[config.mk]
export PLATFORM = sky130hd
export DESIGN_NAME = pebu_ram
export DESIGN_NICKNAME = d
export VERILOG_FILES = /design/src/pebu_ram.sv
export SDC_FILE = /design/constraint.sdc
export NUM_CORES = 2
export LEC_CHECK = 0
export BUFFER_PORTS_ARGS = -buffer_cell sky130_fd_sc_hd__buf_2
export CELL_PAD_IN_SITES_DETAIL_PLACEMENT = 1
export CELL_PAD_IN_SITES_GLOBAL_PLACEMENT = 1
export CORE_MARGIN = 8
export CORE_UTILIZATION = 40
export DETAILED_ROUTE_END_ITERATION = 7
export GPL_TIMING_DRIVEN = 0
export PLACE_DENSITY = 0.59
export SLEW_MARGIN = 20
export SYNTH_ARGS = -nofsm -noshare
export SYNTH_HDL_FRONTEND = slang
export SYNTH_SLANG_ARGS = --single-unit
[constraint.sdc]
create_clock -name clk -period 2.5 [get_ports clk]
set_input_delay 0.125 -clock clk [delete_from_list [all_inputs] [get_ports clk]]
set_output_delay 0.125 -clock clk [all_outputs]
set_load 0.1 [all_outputs]
[src/pebu_ram.sv]
// Generic simple dual-port RAM with registered read.
module pebu_ram #(
  parameter int WIDTH = 8,
  parameter int DEPTH = 256
) (
  input  logic                     clk,
  input  logic                     we,
  input  logic [$clog2(DEPTH)-1:0] waddr,
  input  logic [WIDTH-1:0]         wdata,
  input  logic                     re,
  input  logic [$clog2(DEPTH)-1:0] raddr,
  output logic [WIDTH-1:0]         rdata
);

  logic [WIDTH-1:0] mem [DEPTH];
  logic [WIDTH-1:0] rdata_r;

  always_ff @(posedge clk) begin
    if (we) begin
      mem[waddr] <= wdata;
    end
    if (re) begin
      rdata_r <= mem[raddr];
    end
  end

  assign rdata = rdata_r;

endmodule

After elaboration in Yosys (flattened, before gate mapping). Memory sizes are Yosys's and may differ from the RTL's. A register that Yosys moved wholly into a read port is not among the register bits. Index checks and enable logic that the tools add are counted.

Bits in registers: 0. Bits in writable memories: 2048. Input port bits: 27. Word-level logic and storage cells: 3. Memories: 1.

Memories: mem (words 256, bits a word 8, read ports 1, clocked after memory_dff 1, write ports 1, RTL line 15) `logic [WIDTH-1:0] mem [DEPTH];`.

Muxes and demuxes: 2.

Operators by type and width (count): 1-bit 2-to-1 mux (2).

Longest topological paths before layout.
Depth in word-level cells: 2. Gate-level depth with buffers: 11. Mapped depth without buffers: 6.

Worst setup path after synthesis. No wires, ideal clock.

Path kind: input to register. Start point: input port raddr[0]. End point: register rdata_r[2] (netlist: rdata[2]), read port of mem (data pin). Setup time: 0.269 ns. Arrival time: 1.932 ns. Required time: 2.231 ns. Setup slack: 0.299 ns. Stages on the path: 9. Buffers on the path: 4. Cells stage by stage: buf_6 -> buf_12 -> buf_8 -> buf_2 -> mux4_2 -> a22oi_1 -> a21oi_1 -> nor4_1 -> nor4_2.

RTL lines: start: declaration (RTL line 11) `input logic [$clog2(DEPTH)-1:0] raddr,`; end: declaration (RTL line 16) `logic [WIDTH-1:0] rdata_r;`.

==> results.yml <==
power_and_ir_drop:
  p_int_mw: 56.8
  p_per_area_nw_per_um2: 798
  total_power_mw: 73.9
  switchingPower_mw: 17.1
  clockPowerShare_pct: 42.2
  vdd_ir_drop_max_v: 0.000668
  switching_share_pct: 23.2
  p_leak_nw: 28.4
  power_frac_seq_pct: 51.4
  combPwrFrac_pct: 6.4
cts:
  htree_levels: 4
  clockBufferDepth: 3
  clkLatencyLatePin_ns: 0.88
  cts.sinks: 2056
  path_clk_slew_ns: 0.07
  cts_made_buffers: 213
  cts_root_buffer: "clkbuf_16"
  cts_tree: "yes"
setup_path:
  required_ns: 3.11
  crit_fanout: 10
  crit_buf_inv: 3
  startpoint_type: "primary input"
  critPathKind: "in2reg"
  timing.critical_path.slowest_stage_cell: "or3b_2"
  max_stage_delay_ns: 0.64
  cp.arrival_ns: 3.43
  r2r-start: "mem[66][4]"
  crit_path_frequent_cell: "a21oi_1"
  crit_family: "simple AND/OR/NAND/NOR gates"
  setup.worst_path.start: "raddr[2]"
  cp_cell_sequence: "buf_2, buf_4, or3b_2, clkbuf_2, o221ai_1, a21oi_1, a21oi_1, nor3_1, nor4_4"
  endpoint_kind: "flop"
die:
  io_pins: 35
  core_um2: 198000
  die_x_um: 462
  die_y_um: 462
  die-area_um2: 214000
  start_util_pct: 40.3
  num_rows: 163
hold_path:
  hold_start: "waddr[4]"
  hold_class: "in2reg"
routing:
  finalWirelength_mm: 267
  viasPerCell: 6.09
  routedWlPerCell_um: 38.9
  drtIter0Drc: 5370
  dr.pass1.iters: 5
  dr_total_vias: 41700
  drc: 0
  postRouteAntennaNets: 0
global_route:
  grt-ovfl-total: 0
  grt.total_usage_pct: 24.6
  antenna_found_initial: 14
  grt_pass1_wl_mm: 360
  grt_max_degree: 129
  first_global_vias: 42100
placed_design:
  place_hpwl_mm: 180
  io_buffers: 27
  gp_congestion: 0.946
  placedCellCount: 6439
  postPlaceCellArea_um2: 84300
run_status:
  violations: "setup timing"
  status: "finished with violations"
sta:
  fmax_mhz: 355
  tns_ns: -16.61
  final_hold_viol_count: 0
  setup_slack_ns: -0.318
  fin_worst_skew_ns: 0.0334
  period_needed_ns: 2.82
  slew_headroom_pct: 24.7
  setup_viol: 287
  worst_pin_slew_ns: 1.13
  slew_viol_final: 0
  fin_crit_sh_pct: 113
  rsz0062_at_grt: "yes"
yosys:
  synth.most_common_cell: "edfxtp_1"
  synth.top_cell.area_share_pct: 77.5
  ys.flop_type: "edfxtp_1"
  netlist_top_cells_area: "edfxtp_1 (78%), mux4_2 (13%), mux2i_1 (1.7%)"
  postSynth.asyncResetShare_pct: 0
  yosysWarnings: 0
  synth_common_cells: "edfxtp_1 (2056), mux4_2 (454), nor2_1 (282)"
  synth-seq-cells: 2056
  synth.distinct_cells: 54
  synth_area_leader_cell: "edfxtp_1"
  syn_avg_cell_area_um2: 21.3
  synth_cells: 3733
  synth_edf_count: 2056
  synth_area_um2: 79600
  syn-num-nets: 3760
  seq_area_frac_synth_pct: 77.5
layout:
  fill_cells: 17800
  nets: 4057
  final_cells: 6855
  finalInstanceArea_um2: 92600
  area_growth_pct: 16.3
  fin_util_pct: 46.9
  final_layout_size_suffix_gt1_share_pct: 29.1
job:
  drv_cap: 0
## worst paths after layout
| path | slack, ns | cells past startpoint | to |
|---|---|---|---|
| min | 0.09 | 3 | mem[117][2] |
| max reg2reg | -0.18 | 5 | rdata[4] |
| min reg2reg | 1.36 | 5 | rdata[2] |
| max | -0.32 | 9 | rdata[4] |
## worst reg2reg max path, cell delays in order, from the launching register on
cell      delay (ns)
edfxtp_1        0.37
mux4_2          0.49
mux4_2          0.57
nor2b_1         0.20
nor4_4          0.63
nor4_4          0.13
## cell usage in the layout (no fill, tap or decap), types with 39 or more instances in the layout
master	count
o221ai_1	39
clkbuf_16	214
buf_2	43
a21oi_1	83
mux4_2	454
mux2i_1	134
clkinv_1	48
nor2_2	92
a22oi_1	129
edfxtp_1	2056
clkbuf_2	50
nor2_1	172
clkbuf_1	89
buf_4	52
## through the flow
stage | hold WS (ns) | worst slack [ns]
finish | 0.0892 | -0.318
global route | 0.0978 | -0.194
CTS | 0.0749 | -0.276
detailed placement | 0.565 | -2.52
global placement | 0.635 | -3.23
floorplan | 0.224 | 0.299
## kinds of logic after synthesis
group / synth area share, %
simple gates: 2.63
mux: 14.6
buf+inv: 1.83
compound gates: 3.42
flops: 77.5
## layout make-up
class | instances | area, µm² | share of cell area (%)
timing repair buffer | 83 | 1330 | 1.43
sequential | 2056 | 61700 | 66.7
clock buffer | 266 | 5550 | 5.99
clock inverter | 123 | 1210 | 1.31
antenna | 11 | 27.5 | 0.0297
multi-input combinational | 1442 | 17700 | 19.1
inverter | 2 | 7.51 | 0.00811
buffer | 232 | 1730 | 1.87
tap | 2640 | 3300 | 3.57
## routing by layer
metal	GRT usage [%]	vias up	part of all wire (%)
met5	0	-	0
met4	10.4	0	4.6
met3	5.71	449	8.9
met2	38.3	2088	47
met1	33.4	22800	40
li1	-	16400	-
## state kept, by name (all words and copies together), names as in the netlist
register / flops
rdata: 8
mem: 2048
## power groups by stage
stage               clock (mW)  sequential (mW)  combinational (mW)
finish                    31.2             38.0                4.73
floorplan                    0             38.9                1.85
global placement             0             38.9                4.18
global route              32.7             38.0                4.82
detailed placement           0             38.8                4.42
CTS                       31.6             38.0                4.61
## repair_timing
action,CTS,global route
hold buffers,9,0
setup buffers,8,2
endpoints found under the hold margin,815,0
setup endpoints to repair,636,394
pin swaps,8,23
resized for setup,237,141
Power figures use the tool's default switching activity.
