File: src/pebu_pkg.sv
// Shared types, codes and arithmetic helpers for the pixel effect and blend unit.
package pebu_pkg;

  localparam int CH_W      = 8;
  localparam int PIX_W     = 32;
  localparam int CFG_IDX_W = 3;
  localparam int CFG_DAT_W = 32;
  localparam int TCH_W     = 2;
  localparam int TONE_DEPTH = 256;

  localparam logic [CH_W-1:0] CH_MAX = 8'hFF;

  // grey weights and reciprocal of 1000 (exact for sums up to 255*1000)
  localparam logic [17:0] GREY_WR     = 18'd299;
  localparam logic [17:0] GREY_WG     = 18'd587;
  localparam logic [17:0] GREY_WB     = 18'd114;
  localparam logic [18:0] GREY_RECIP  = 19'd268436;
  localparam int          GREY_SHIFT  = 28;
  localparam int          GREY_PROD_W = 37;

  typedef enum logic [2:0] {
    MODE_FILL   = 3'd0,
    MODE_INVERT = 3'd1,
    MODE_GREY   = 3'd2,
    MODE_TINT   = 3'd3,
    MODE_TONE   = 3'd4,
    MODE_BLEND  = 3'd5
  } mode_t;

  localparam logic [CFG_IDX_W-1:0] REG_MODE      = 3'd0;
  localparam logic [CFG_IDX_W-1:0] REG_OP_COLOUR = 3'd1;
  localparam logic [CFG_IDX_W-1:0] REG_BLEND_A   = 3'd2;
  localparam logic [CFG_IDX_W-1:0] REG_USE_SA    = 3'd3;

  localparam logic OP_PIXEL = 1'b0;
  localparam logic OP_TABLE = 1'b1;

  localparam logic [TCH_W-1:0] TCH_RED   = 2'd0;
  localparam logic [TCH_W-1:0] TCH_GREEN = 2'd1;
  localparam logic [TCH_W-1:0] TCH_BLUE  = 2'd2;

  typedef struct packed {
    logic [2:0]       mode;
    logic [PIX_W-1:0] op_colour;
    logic [CH_W-1:0]  blend_alpha;
    logic             use_source_alpha;
  } pebu_cfg_t;

  // register load strobes for each pipeline stage
  typedef struct packed {
    logic s1;
    logic s2;
    logic s3;
    logic s4;
    logic so;
  } pebu_stage_ld_t;

  // x / 255 for x <= 255*255
  function automatic logic [CH_W-1:0] div255(input logic [15:0] x);
    logic [16:0] t;
    t = {1'b0, x} + {9'b0, x[15:8]} + 17'd1;
    return t[15:8];
  endfunction

  function automatic logic [PIX_W-1:0] pack_px(input logic [CH_W-1:0] r,
                                               input logic [CH_W-1:0] g,
                                               input logic [CH_W-1:0] b,
                                               input logic [CH_W-1:0] a);
    return {a, b, g, r};
  endfunction

endpackage

File: src/pebu_pipe.sv
// Four-stage effect and blend arithmetic pipeline with output register.
module pebu_pipe import pebu_pkg::*; (
  input  logic             clk,
  input  pebu_stage_ld_t   ld,
  input  pebu_cfg_t        cfg,
  input  logic             in_opcode,
  input  logic [PIX_W-1:0] in_pixel,
  input  logic [PIX_W-1:0] in_dest_pixel,
  input  logic [CH_W-1:0]  tone_r,
  input  logic [CH_W-1:0]  tone_g,
  input  logic [CH_W-1:0]  tone_b,
  output logic [PIX_W-1:0] out_pixel,
  output logic             out_write_enable
);

  // stage 1
  logic             op1_r;
  logic [PIX_W-1:0] pix1_r, dst1_r;
  // stage 2
  logic             op2_r;
  logic [PIX_W-1:0] pix2_r, dst2_r, base2_r;
  logic [17:0]      gsum2_r;
  logic [15:0]      tprod2_r [3];
  logic [15:0]      eprod2_r;
  // stage 3
  logic             op3_r;
  logic [PIX_W-1:0] pix3_r, dst3_r, base3_r;
  logic [CH_W-1:0]  e3_r;
  logic [GREY_PROD_W-1:0] gprod3_r;
  // stage 4
  logic             op4_r;
  logic [PIX_W-1:0] pix4_r, dst4_r, base4_r;
  logic [CH_W-1:0]  e4_r, alpha4_r;
  logic [15:0]      bsum4_r [3];
  // output
  logic [PIX_W-1:0] out_pixel_r;
  logic             out_we_r;

  logic [17:0]      gsum_s1;
  logic [15:0]      tprod_s1 [3];
  logic [15:0]      eprod_s1;
  logic [CH_W-1:0]  sa_s1;
  logic [PIX_W-1:0] base_s1, base_s2, base_s3;
  logic [CH_W-1:0]  tq_s2 [3];
  logic [CH_W-1:0]  e_s2;
  logic [GREY_PROD_W-1:0] gprod_s2;
  logic [CH_W-1:0]  y_s3, inv_s3, alpha_s3;
  logic [8:0]       asum_s3;
  logic [15:0]      bsum_s3 [3];
  logic [PIX_W-1:0] res_s4;
  logic             we_s4;

  always_ff @(posedge clk) begin
    if (ld.s1) begin
      op1_r  <= in_opcode;
      pix1_r <= in_pixel;
      dst1_r <= in_dest_pixel;
    end
  end

  // stage 1: products, simple modes
  always_comb begin
    gsum_s1 = ({10'b0, pix1_r[7:0]} * GREY_WR) + ({10'b0, pix1_r[15:8]} * GREY_WG)
            + ({10'b0, pix1_r[23:16]} * GREY_WB);
    for (int k = 0; k < 3; k++) begin
      tprod_s1[k] = {8'b0, pix1_r[8*k +: 8]} * {8'b0, cfg.op_colour[8*k +: 8]};
    end
    sa_s1    = cfg.use_source_alpha ? pix1_r[31:24] : CH_MAX;
    eprod_s1 = {8'b0, sa_s1} * {8'b0, cfg.blend_alpha};
    case (cfg.mode)
      MODE_FILL:   base_s1 = cfg.op_colour;
      MODE_INVERT: base_s1 = {pix1_r[31:24], ~pix1_r[23:0]};
      MODE_TONE:   base_s1 = pack_px(tone_r, tone_g, tone_b, pix1_r[31:24]);
      default:     base_s1 = pix1_r;
    endcase
  end

  always_ff @(posedge clk) begin
    if (ld.s2) begin
      op2_r    <= op1_r;
      pix2_r   <= pix1_r;
      dst2_r   <= dst1_r;
      base2_r  <= base_s1;
      gsum2_r  <= gsum_s1;
      eprod2_r <= eprod_s1;
      for (int k = 0; k < 3; k++) begin
        tprod2_r[k] <= tprod_s1[k];
      end
    end
  end

  // stage 2: divisions by 255, grey reciprocal multiply
  always_comb begin
    for (int k = 0; k < 3; k++) begin
      tq_s2[k] = div255(tprod2_r[k]);
    end
    e_s2     = div255(eprod2_r);
    gprod_s2 = {19'b0, gsum2_r} * {18'b0, GREY_RECIP};
    if (cfg.mode == MODE_TINT) begin
      base_s2 = pack_px(tq_s2[0], tq_s2[1], tq_s2[2], pix2_r[31:24]);
    end else begin
      base_s2 = base2_r;
    end
  end

  always_ff @(posedge clk) begin
    if (ld.s3) begin
      op3_r    <= op2_r;
      pix3_r   <= pix2_r;
      dst3_r   <= dst2_r;
      base3_r  <= base_s2;
      e3_r     <= e_s2;
      gprod3_r <= gprod_s2;
    end
  end

  // stage 3: grey result, blend lane products
  always_comb begin
    y_s3   = gprod3_r[GREY_SHIFT +: CH_W];
    inv_s3 = CH_MAX - e3_r;
    for (int k = 0; k < 3; k++) begin
      bsum_s3[k] = ({8'b0, pix3_r[8*k +: 8]} * {8'b0, e3_r})
                 + ({8'b0, dst3_r[8*k +: 8]} * {8'b0, inv_s3});
    end
    asum_s3  = {1'b0, dst3_r[31:24]} + {1'b0, e3_r};
    alpha_s3 = asum_s3[8] ? CH_MAX : asum_s3[7:0];
    if (cfg.mode == MODE_GREY) begin
      base_s3 = pack_px(y_s3, y_s3, y_s3, pix3_r[31:24]);
    end else begin
      base_s3 = base3_r;
    end
  end

  always_ff @(posedge clk) begin
    if (ld.s4) begin
      op4_r    <= op3_r;
      pix4_r   <= pix3_r;
      dst4_r   <= dst3_r;
      base4_r  <= base_s3;
      e4_r     <= e3_r;
      alpha4_r <= alpha_s3;
      for (int k = 0; k < 3; k++) begin
        bsum4_r[k] <= bsum_s3[k];
      end
    end
  end

  // stage 4: blend finish and final select
  always_comb begin
    res_s4 = base4_r;
    we_s4  = 1'b1;
    if (op4_r == OP_TABLE) begin
      res_s4 = '0;
      we_s4  = 1'b0;
    end else if (cfg.mode == MODE_BLEND) begin
      if (e4_r == '0) begin
        res_s4 = dst4_r;
        we_s4  = 1'b0;
      end else if (e4_r == CH_MAX) begin
        res_s4 = pix4_r;
      end else begin
        res_s4 = pack_px(div255(bsum4_r[0]), div255(bsum4_r[1]), div255(bsum4_r[2]),
                         alpha4_r);
      end
    end
  end

  always_ff @(posedge clk) begin
    if (ld.so) begin
      out_pixel_r <= res_s4;
      out_we_r    <= we_s4;
    end
  end

  assign out_pixel        = out_pixel_r;
  assign out_write_enable = out_we_r;

endmodule

File: config.mk
export PLATFORM = sky130hd
export DESIGN_NAME = pebu_pipe
export DESIGN_NICKNAME = d
export VERILOG_FILES = /design/src/pebu_pkg.sv /design/src/pebu_pipe.sv
export SDC_FILE = /design/constraint.sdc
export NUM_CORES = 2
export LEC_CHECK = 0
export ABC_AREA = 1
export BUFFER_PORTS_ARGS = -buffer_cell sky130_fd_sc_hd__buf_2
export CAP_MARGIN = 25
export CORE_UTILIZATION = 65
export CTS_BUF_LIST = sky130_fd_sc_hd__clkbuf_8 sky130_fd_sc_hd__clkbuf_16
export DETAILED_ROUTE_END_ITERATION = 10
export PLACE_DENSITY = 0.8
export SKIP_LAST_GASP = 1
export SLEW_MARGIN = 20
export SYNTH_ARGS = -nofsm -noshare
export SYNTH_HDL_FRONTEND = slang
export SYNTH_SLANG_ARGS = --single-unit
File: constraint.sdc
create_clock -name clk -period 8.6 [get_ports clk]
set_input_delay 1.29 -clock clk [delete_from_list [all_inputs] [get_ports clk]]
set_output_delay 1.29 -clock clk [all_outputs]
set_load 0.02 [all_outputs]
==> Word-level counts from Yosys, hierarchy flattened <==
Memories as Yosys holds them, arrays and structs flattened.
Cells that the tools add are included.
{ "word_totals": {"ff_bits": 481, "latch_bits": 0, "mem_count": 2, "ramBits": 96, "romBits": 0, "wordCells": 82} }
{ "op_classes": {"n_eq_ne": 6, "n_div": 0, "n_lt_le_gt_ge": 0, "n_reduce_logical": 2, "add_sub_neg": 21, "muxes": 13, "n_mul": 14, "bitwise_logic": 1, "shift": 0} }
{ "memory_table": {"columns": ["name", "words", "word_bits", "read_ports", "rd_clocked_by_memory_dff", "wr", "line_no", "source"], "rows": [
  ["bsum4_r", 3, 16, 3, 0, 3, "pebu_pipe.sv:34", "logic [15:0] bsum4_r [3];"],
  ["tprod2_r", 3, 16, 3, 0, 3, "pebu_pipe.sv:23", "logic [15:0] tprod2_r [3];"]
]} }
{ "op_table": {"columns": ["op", "n"], "rows": [
  ["$mul 8x8->16", 10],
  ["$mux 32", 5],
  ["$add 16x1->16 const B", 7],
  ["$add 16x8->16", 7],
  ["$pmux 32 s3", 1],
  ["$add 16x16->16", 3],
  ["$mul 18x17->34 const B", 1],
  ["$not 24->24", 1],
  ["$add 17x18->18", 1],
  ["$add 18x15->18", 1],
  ["$mul 8x10->18 const B", 1],
  ["$mul 8x9->17 const B", 1],
  ["$mul 8x6->14 const B", 1],
  ["$add 8x8->9", 1],
  ["$eq 8x8->1 const B", 1],
  ["$logic_not 8->1", 1],
  ["$mux 8", 1],
  ["$sub 8x8->8 const A", 1],
  ["$eq 3x2->1 const B", 2],
  ["$eq 3x3->1 const B", 2],
  ["$mux 1", 6],
  ["$eq 3x1->1 const B", 1],
  ["$logic_not 3->1", 1]
]} }

==> Longest topological paths before layout <==
An unclocked memory read counts as a cell.
{ "depth": {"depth_word": 6, "ltp_mapped": 26} }

==> Worst setup path before layout <==
Ideal clock, no wire load.
{ "synth_path": {"path_type": "register -> register", "start": "register pix1_r[18]", "end": "register gsum2_r[15], data pin", "setup_ns": 0.262, "t_arrival_ns": 5.479, "required_time_ns": 8.338, "setup_slack_ns": 2.859, "stages_incl_launch_ff": 23, "n_path_buf": 1, "path_cell_list": "edfxtp_1 -> clkbuf_1 -> inv_1 -> fa_1 -> inv_1 -> fa_1 -> ha_1 -> inv_1 -> fa_1 -> xnor2_1 -> ha_1 -> fa_1 -> inv_1 -> fa_1 -> fa_1 -> inv_1 -> ha_1 -> a21oi_1 -> o21ai_0 -> nand2_1 -> nand3_1 -> a21oi_1 -> xor2_1"} }
{ "synth_via": {"elab_chain_cells": 2} }
{ "synth_lines": {"columns": ["element", "line_no", "source"], "rows": [
  ["from (decl)", "pebu_pipe.sv:18", "logic [PIX_W-1:0] pix1_r, dst1_r;"],
  ["from (signal assigned)", "pebu_pipe.sv:56", "pix1_r <= in_pixel;"],
  ["$mul 8x6->14", "pebu_pipe.sv:64", "+ ({10'b0, pix1_r[23:16]} * GREY_WB);"],
  ["$add 18x15->18", "pebu_pipe.sv:64", null],
  ["via gsum_s1[15]", "pebu_pipe.sv:39", "logic [17:0] gsum_s1;"],
  ["to (signal assigned)", "pebu_pipe.sv:84", "gsum2_r <= gsum_s1;"],
  ["to (decl)", "pebu_pipe.sv:22", "logic [17:0] gsum2_r;"]
]} }
The timed path passes the listed nets, and every way through them passes these cells.
A chain may end at the register's enable or synchronous reset.

==> Worst setup path after layout <==
{ "layout_path": {"start": "register pix1_r[16]", "end": "register gsum2_r[17], data pin"} }
Same word-level chain as after synthesis.

==> impl_metrics.yaml <==
status:
  status: "completed"
cts:
  cts_tree: "yes"
  ctsHoldBuffers: 0
  cts.sinks: 551
  clk_pin_slew_ns: 0.06
  cts-htree-levels: 2
  clkLatencyLatePin_ns: 0.67
  postCtsSetupRepairBufs: 0
  cts_made_buffers: 56
  clockBufferDepth: 3
  ctsResizeCount: 0
  cts_root_buf: "clkbuf_16"
worst_setup_path:
  worstSetupPathType: "reg2reg"
  start_kind: "register"
  cp_max_fo: 15
  worstPathRequired_ns: 9.01
  cp.arrival_ns: 6.69
  critPathCaptureType: "register"
drt:
  wl_met1_um: 50200
  wl_um: 124000
  wl_met3_um: 10100
  routedWlPerCell_um: 18.1
  viasPerCell: 5.52
  first_iter_violations: 3391
  wl_met2_um: 59200
  vias: 37900
  drtPass1Iterations: 6
  top_layer_used: "met5"
  drc: 0
  drt.antenna.violating_nets: 0
place:
  port_buffers: 171
  dpl.hpwl_um: 95500
  gp_congestion: 0.924
synthesis:
  synth_cell_types: 47
  syn_avg_cell_area_sq_um: 9.25
  synth_flop_cell: "edfxtp_1"
  ys_seq_area_share_pct: 31.6
  syn_inst: 5655
  yosysTopAreaCellShare_pct: 31.6
  synth-seq-cells: 551
  synth.cell_area_sq_um: 52300
  yosys.area.top_type: "edfxtp_1"
  async_flop_share_pct: 0
  yosys_warnings: 0
  synth-edff-count: 551
  yosys-top-cells-area: "edfxtp_1, fa_1, ha_1"
sta:
  final-setup-viol-count: 0
  setup-tns-final_ns: 0
  hold_viol_final: 0
  drv_slew: 0
  clock.fmax_ghz: 0.159
  min_period_ns: 6.28
  rsz0062_at_grt: "no"
  slew-limit-headroom_pct: 30.6
  fin_skew_ns: 0.0658
  hold_ws_ns: 0.389
  fin_crit_sh_pct: 73.0
  worst_slew_pin_slew_ns: 1.04
grt:
  grt_pass1_vias: 38600
  antenna_found_initial: 13
  grt_use_total_pct: 31.3
  overflow: 0
  grt_pass1_wl_um: 200000
  grt_max_degree: 89
worst_hold_path:
  hp-class: "reg2reg"
layout:
  drive_above_1_share_pct: 5.26
  syn_to_final_growth_pct: 7.08
  nets: 7093
  fill_cells: 5787
  top_regs: "bsum4_r: 48 flops, tprod2_r: 48 flops"
floorplan:
  start_util_pct: 66.0
  dieWidth_um: 286
  rows: 103
  pin_count: 172
  die_y_um: 286
  core_sq_um: 79300
  fp.dieArea_sq_um: 81600
job:
  cap_violations: 0
==> logic make-up (layout without fill, tap and decap cells) <==
logic type	count (synthesis)	count (layout)	synth area share, %
AND/OR/NAND/NOR	1934	1934	14.8
buffers and inverters	1476	1633	10.8
adder cells (fa/ha/maj)	1185	1185	36.3
flip-flops	551	551	31.6
AO/OA/AOI/OAI	384	384	4.38
XOR/XNOR	116	116	1.94
multiplexers	8	8	0.172
other	1	8	0.00717
==> stage by stage <==
stage | cells | cell area [sq um] | setup WS [ns] | util, %
6_report | 6869 | 56000 | 2.32 | 70.7
5_1_grt | 6868 | 56000 | 2.04 | 70.7
4_1_cts | 6861 | 55900 | 2.32 | 70.6
3_5_place_dp | 6758 | 54100 | 2.34 | 68.2
3_3_place_gp | 6757 | 54000 | 2.51 | 68.2
2_1_floorplan | 5657 | 52300 | 2.86 | -
==> path summary, 6_finish.rpt <==
check,cells past startpoint,slack [ns],to,start
min,0,0.39,dst3_r[14]$_DFFE_PP_,dst2_r[14]$_DFFE_PP_
max reg2reg,22,2.32,gsum2_r[17]$_DFFE_PP_,pix1_r[16]$_DFFE_PP_
min reg2reg,0,0.39,dst3_r[14]$_DFFE_PP_,dst2_r[14]$_DFFE_PP_
max,22,2.32,gsum2_r[17]$_DFFE_PP_,pix1_r[16]$_DFFE_PP_
==> layer usage <==
layer	track usage (%)	vias up
li1	-	17800
met1	41.6	18300
met2	52.4	1509
met3	4.94	276
met4	11.2	14
met5	0	-
==> critical path, stage by stage, from the launching register on <==
cell	delay, ns
edfxtp_1	0.63
fa_1	0.61
inv_1	0.05
fa_1	0.49
inv_1	0.04
ha_1	0.26
ha_1	0.17
inv_1	0.07
fa_1	0.48
xnor2_1	0.19
ha_1	0.27
fa_1	0.52
inv_1	0.06
fa_1	0.51
fa_1	0.49
inv_1	0.04
ha_1	0.33
a21oi_1	0.18
o21ai_0	0.10
nand2_1	0.06
nand3_1	0.16
a21oi_1	0.20
xor2_1	0.08
==> synth_stat cells, types with 2 or more instances <==
| cell | count |
|---|---|
| nand4_1 | 32 |
| mux2_2 | 8 |
| buf_4 | 4 |
| clkbuf_1 | 84 |
| xnor2_1 | 39 |
| o211ai_1 | 11 |
| clkinv_1 | 4 |
| fa_1 | 551 |
| a21boi_0 | 5 |
| buf_2 | 9 |
| o21ai_1 | 3 |
| and2_1 | 8 |
| inv_1 | 1319 |
| buf_1 | 23 |
| nand2_1 | 1327 |
| clkbuf_2 | 19 |
| o31ai_1 | 3 |
| or2_2 | 2 |
| nor4_1 | 3 |
| and3_1 | 2 |
| a31oi_1 | 7 |
| a21o_1 | 23 |
| o21ai_0 | 64 |
| nor3_1 | 35 |
| ha_1 | 634 |
| nand3b_1 | 9 |
| a21oi_1 | 181 |
| buf_6 | 9 |
| nand3_1 | 184 |
| nor3_2 | 2 |
| a211oi_1 | 5 |
| inv_2 | 5 |
| o2111ai_1 | 25 |
| nor2_1 | 326 |
| o21bai_1 | 24 |
| xor2_1 | 77 |
| edfxtp_1 | 551 |
| o21a_1 | 29 |
==> cell usage in the layout, fill, tap and decap left out, types with 6 or more instances in the layout <==
| cell type | Yosys | layout |
|---|---|---|
| clkbuf_16 | 0 | 57 |
| xnor2_1 | 39 | 39 |
| a21oi_1 | 181 | 181 |
| nor3_1 | 35 | 35 |
| edfxtp_1 | 551 | 551 |
| buf_2 | 9 | 167 |
| fa_1 | 551 | 551 |
| o21bai_1 | 24 | 24 |
| nand3_1 | 184 | 184 |
| o211ai_1 | 11 | 11 |
| o2111ai_1 | 25 | 25 |
| mux2_2 | 8 | 8 |
| buf_4 | 4 | 29 |
| ha_1 | 634 | 634 |
| nand3b_1 | 9 | 9 |
| bufinv_16 | 0 | 8 |
| nand4_1 | 32 | 32 |
| a21o_1 | 23 | 23 |
| clkinv_1 | 4 | 14 |
| a31oi_1 | 7 | 7 |
| nor2_1 | 326 | 325 |
| and2_1 | 8 | 8 |
| xor2_1 | 77 | 77 |
| inv_1 | 1319 | 1333 |
| clkinv_2 | 0 | 6 |
| o21a_1 | 29 | 29 |
| o21ai_0 | 64 | 64 |
| nand2_1 | 1327 | 1327 |
==> area by class of cell <==
type / count / area [sq um] / area share [%]
diodes: 5 / 12.5 / 0.0223
clock buffers: 57 / 1430 / 2.55
clock inverters: 46 / 473 / 0.844
inverters: 1328 / 4980 / 8.90
multi-input cells: 3630 / 30100 / 53.8
flip-flops and latches: 551 / 16500 / 29.5
well taps: 1050 / 1310 / 2.35
repair buffers: 202 / 1130 / 2.02
Power is not shown: default switching activity piles up to over one toggle a cycle in this logic, so the estimate is an artifact.
